`config.mk`:
```
export PLATFORM = sky130hd
export DESIGN_NAME = mme_mac
export DESIGN_NICKNAME = d
export VERILOG_FILES = /design/src/hdl/mme_pkg.sv /design/src/hdl/mme_mac.sv
export SDC_FILE = /design/constraint.sdc
export NUM_CORES = 1
export LEC_CHECK = 0
export ABC_AREA = 0
export BUFFER_PORTS_ARGS = -buffer_cell sky130_fd_sc_hd__buf_2
export CAP_MARGIN = 20
export CORE_UTILIZATION = 40
export CTS_CLUSTER_DIAMETER = 100
export DETAILED_ROUTE_END_ITERATION = 8
export GPL_TIMING_DRIVEN = 1
export MAX_ROUTING_LAYER = met4
export PLACE_DENSITY = 0.66
export SYNTH_ARGS = -nofsm -noshare
export SYNTH_HDL_FRONTEND = slang
export SYNTH_SLANG_ARGS = --single-unit
```
`constraint.sdc`:
```
create_clock -name clk -period 5.8 [get_ports clk]
set_input_delay 0.58 -clock clk [delete_from_list [all_inputs] [get_ports clk]]
set_output_delay 0.58 -clock clk [all_outputs]
set_load 0.01 [all_outputs]
```
`src/hdl/mme_pkg.sv`:
```
package mme_pkg;

	localparam int unsigned DIM_DEFAULT = 16;
	localparam int unsigned IDX_W       = 6;
	localparam int unsigned VALUE_W     = 16;
	localparam int unsigned MUL_W       = 2 * VALUE_W;
	localparam int unsigned PRODUCT_W   = 38;

	typedef enum logic [1:0] {
		FN_WRITE_A = 2'd0,
		FN_WRITE_B = 2'd1,
		FN_READ_C  = 2'd2
	} func_t;

	typedef struct packed {
		logic clear;
		logic vld;
		logic last;
	} mac_ctl_t;

endpackage

```
`src/hdl/mme_mac.sv`:
```
module mme_mac (
	input  logic                                 clk,
	input  logic                                 arst_n,
	input  mme_pkg::mac_ctl_t                    ctl,
	input  logic signed [mme_pkg::VALUE_W-1:0]   a_rdata,
	input  logic signed [mme_pkg::VALUE_W-1:0]   b_rdata,
	output logic signed [mme_pkg::PRODUCT_W-1:0] acc,
	output logic                                 done
);

	logic                                 vld_s1, last_s1;
	logic                                 vld_s2, last_s2;
	logic signed [mme_pkg::MUL_W-1:0]     prod_s2;
	logic signed [mme_pkg::PRODUCT_W-1:0] acc_q;
	logic                                 done_q;

	// s1: memory read data, s2: product, then accumulate
	always_ff @(posedge clk or negedge arst_n) begin
		if (!arst_n) begin
			vld_s1  <= 1'b0;
			last_s1 <= 1'b0;
			vld_s2  <= 1'b0;
			last_s2 <= 1'b0;
			acc_q   <= '0;
			done_q  <= 1'b0;
		end else begin
			vld_s1  <= ctl.vld;
			last_s1 <= ctl.vld & ctl.last;
			vld_s2  <= vld_s1;
			last_s2 <= last_s1;
			done_q  <= vld_s2 & last_s2;
			if (ctl.clear) begin
				acc_q <= '0;
			end else if (vld_s2) begin
				acc_q <= acc_q + mme_pkg::PRODUCT_W'(prod_s2);
			end
		end
	end

	always_ff @(posedge clk) begin
		prod_s2 <= a_rdata * b_rdata;
	end

	assign acc  = acc_q;
	assign done = done_q;

endmodule
```
# Word level (Yosys, flattened, before mapping)

Index checks and enable logic that the tools add are counted.

Bitwise operators: 2
$add $sub $neg: 1
Multiply operators: 1
Multiplexer cells: 2
Reductions and logical operators: 1

Operator list:

| kind                         | count |
|---|---|
| 2-to-1 mux 38 bit            | 2 |
| adder 38 x 32 -> 38 bit      | 1 |
| multiplier 16 x 16 -> 32 bit | 1 |
| AND 1 bit                    | 2 |
| nonzero test 2 bit           | 1 |

Input bits: 37
Output and inout bits: 39
Logic and storage cells: 14
Flip-flop bits (word level): 75

# Longest topological paths before layout

Word-level depth: 3
Mapped depth: 23
Depth with buffers taken out: 22

# Least setup slack after synthesis

No wires, ideal clock.

Kind: input to register
Start: in a_rdata[15] in the netlist's numbering
End: reg prod_s2[30] in the netlist's numbering
Setup slack: -0.478 ns
Path buffers: 1
Library setup time: 0.072 ns
Data arrival time: 6.206 ns
Stages on the path: 21
Data required time: 5.728 ns
Cell sequence: clkbuf_1 > nand2_1 > inv_1 > fa_1 > fa_1 > fa_1 > fa_1 > fa_1 > inv_1 > fa_1 > inv_1 > ha_1 > nand2_1 > nand2b_1 > a21o_1 > a21o_1 > a2111o_1 > a31o_1 > a31o_1 > a21oi_1 > xnor2_1

Longest elaborated chain between the ends: 1

Ends and longest elaborated chain:

| what                         | RTL line      | text |
|---|---|---|
| start: declaration           | mme_mac.sv:5  | `input logic signed [mme_pkg::VALUE_W-1:0] a_rdata,` |
| multiplier 16 x 16 -> 32 bit | mme_mac.sv:41 | `prod_s2 <= a_rdata * b_rdata;` |
| end signal: assignment       | mme_mac.sv:41 |  |
| end: declaration             | mme_mac.sv:13 | `logic signed [mme_pkg::MUL_W-1:0] prod_s2;` |

Every way passes these cells.
A chain may end at the register's enable or synchronous reset.

# Worst setup path after layout

Start: in a_rdata[8] in the netlist's numbering
End: reg prod_s2[29] in the netlist's numbering

Same word-level chain as after synthesis.

==> flow_summary.json <==
{
  "cts_tree": "built",
  "synthCells": 1506,
  "synth_compound_area_share_pct": 9.134,
  "synth_top_family_by_area": "adder cells",
  "ant_nets": 0,
  "crit_required_ns": 6.03,
  "path_buf_inv": 6,
  "utilization_pct": 47.02,
  "fin_nets": 2067,
  "die_h_um": 189.3,
  "rows": 68,
  "slew_headroom_pct": 47.35,
  "clock_skew_ns": 0.006797,
  "first_global_vias": 11240,
  "end_kind": "register",
  "async_flop_share_pct": 57.33,
  "worst-setup-path-type": "in2reg",
  "viasPerCell": 4.991,
  "start_kind": "input pin",
  "synth.avg_cell_area_um2": 9.314,
  "layout_commonest_cell": "inv_1",
  "place_ws_ns": -0.3322,
  "grt_use_total_pct": 19.02,
  "wl_per_cell_um": 14.80,
  "clock_latency_ns": 0.34,
  "yosysWarnings": 0,
  "synth_edf_count": 0,
  "ys_types": 71,
  "holdWs_ns": 0.3315,
  "wirelength_um": 31190,
  "grt_max_degree": 46,
  "slew_violations": 0,
  "final-seq-area_um2": 1718,
  "overflow": 0,
  "vias": 10520,
  "place_congestion": 0.8636,
  "period_share_pct": 98.48,
  "synth_fa_ha_area_share_pct": 48.15,
  "clk_root_buffer_cell": "clkbuf_16",
  "regToRegStartpoint": "acc[0]",
  "layout_setup_ws_ns": 0.08814,
  "syn_nets": 1925,
  "h-tree-depth": 3,
  "dpl.hpwl_um": 26470,
  "clkSinkCount": 75,
  "n_fill_cell": 3254,
  "max_freq_mhz": 175.1,
  "maxCapViolations": 0,
  "multiInputGateArea_um2": 11200,
  "synth_area_um2": 14030,
  "area_growth_pct": 15.79,
  "max-clock-path-buffers": 2,
  "io_buffers": 75,
  "synth_simple_gate_area_share_pct": 15.56,
  "initial_utilization_pct": 40.61,
  "antenna_found_initial": 0,
  "critPathTopFamily": "adder cells",
  "setup_viol": 0,
  "synth_mux_area_share_pct": 1.864,
  "firstDrtPassIters": 7,
  "yosys_register_bits": 75,
  "cp-startpoint": "a_rdata[8]",
  "crit_arrival_ns": 5.94,
  "cp_max_fo": 5,
  "grt_setup_unrepaired": "true",
  "layout_common_cells": "inv_1, fa_1, nand2_1, and2_1, ha_1",
  "ioPinCount": 76,
  "synth_xor_xnor_area_share_pct": 3.934,
  "drtIter0Drc": 376,
  "grt_pass1_wl_um": 53700,
  "tightest_slew_ns": 0.7897,
  "cts-buffers-inserted": 9,
  "drc": 0,
  "hold_violations": 0,
  "path_clk_slew_ns": 0.06,
  "cp_cell_sequence": "buf_12 > and2_4 > fa_1 > inv_1 > fa_1 > fa_1 > inv_2 > fa_1 > fa_1 > inv_1 > fa_1 > inv_2 > ha_4 > nand3_2 > nor3_2 > a21oi_2 > o31a_1 > o31a_1 > o31ai_2 > a21oi_2 > buf_4 > xnor2_1",
  "die_width_um": 189.3,
  "cp_common_cell": "fa_1",
  "core_area_um2": 34540,
  "fp.dieArea_um2": 35820,
  "yosysSeqAreaShare_pct": 12.24,
  "cp_slowest_cell": "fa_1",
  "status": "finished, final reports clean",
  "hp-class": "in2async",
  "num_antenna_cells": 0,
  "min_period_ns": 5.712,
  "max_stage_delay_ns": 0.54,
  "synth_flop_cell": "dfrtp_1",
  "layout-drive-gt1-share_pct": 15.49
}
[metrics by stage]
stage               instances  setup TNS (ns)  area (um^2)
global placement         2088         -0.8926        15710
floorplan                1506        -0.06188        14140
detailed placement       2088          -1.441        15710
global route             2108         -0.3686        16240
finish                   2108               0        16240
CTS                      2104               0        16010
[synth_stat cells (all sizes together), types with 2 or more instances]
cell type	count	area share (%)
a211oi	10	0.57
o21ai	42	1.5
nand4	4	0.18
a32o	2	0.14
nor4	4	0.33
or3	4	0.18
a21o	24	1.3
clkbuf	42	1.1
ha	119	11
a211o	3	0.19
a21oi	51	1.9
and2	128	5.7
xor2	16	1.0
dfrtp	43	7.7
o31ai	5	0.44
o21a	5	0.27
o311ai	2	0.12
o41a	3	0.24
mux2i	25	1.8
buf	8	0.25
dfxtp	32	4.6
nand3b	3	0.16
a31oi	4	0.18
nand2	142	3.8
nor2b	7	0.37
xnor2	47	2.9
o21bai	8	0.43
nand3	19	0.75
fa	263	38
inv	289	7.7
nor3b	4	0.25
nand2b	14	0.62
nor2	87	2.3
a41oi	2	0.12
a31o	7	0.44
o31a	2	0.12
and3	2	0.089
o211ai	5	0.27
nor3	11	0.39
[flip-flops by register name, summed over array words and instances (netlist names)]
register / cells
prod_s2: 32
vld_s2: 1
acc: 38
last_s2: 1
vld_s1: 1
done: 1
last_s1: 1
[timing repair]
item,CTS,global route
setup endpoints to repair,0,7
gates resized for setup,0,66
buffers inserted,0,3
hold buffers,0,0
[cell families (layout without fill, tap and decap cells)]
logic type                 count (synthesis)  count (layout)
AOI/OAI and AO/OA                        186             186
and+or+nand+nor                          435             435
DFF                                       75              75
muxes                                     26              26
xor gates and xnor gates                  63              63
buffers and inverters                    339             486
adders and majority gates                382             382
[routing by layer]
layer  GRT usage, %  vias up  part of all wire, %  wire (um)
li1               -     4978                    -          -
met1          23.42     5316                   42      13030
met2          33.85      188                   53      16550
met3          1.965       39                  3.5       1079
met4          3.629        0                  1.7        533
met5              -        -                    0          0
[worst register-to-register path: stages, from the launching register on]
cell	delay, ns
dfrtp_1	0.40
ha_1	0.25
fa_1	0.44
a211oi_1	0.26
o21bai_1	0.13
a41oi_1	0.38
o31ai_2	0.17
a21bo_2	0.25
o21ai_1	0.23
o21ai_1	0.19
a31o_2	0.28
o311ai_1	0.08
[area by class of cell]
type / instances / area share [%]
Multi-Input combinational cell: 1092 / 68.94
Sequential cell: 75 / 10.58
Timing Repair Buffer: 181 / 8.428
Inverter: 289 / 6.679
Tap cell: 455 / 3.505
Clock buffer: 9 / 1.387
Clock inverter: 7 / 0.4853
[worst paths after layout]
kind / end / slack [ns] / cells past startpoint
worst max register to register: acc[36] / 2.64 / 11
worst max-delay path: prod_s2[29] / 0.09 / 22
min in group clk: vld_s2 / 0.35 / 0
worst min-delay path: acc[30] / 0.33 / 2
worst min register to register: vld_s2 / 0.35 / 0
max in group asynchronous: vld_s2 / 5.03 / 2
Power is left out: the tool's default activity adds up to more than one toggle a clock period on the data nets, which glitch-free logic cannot reach.
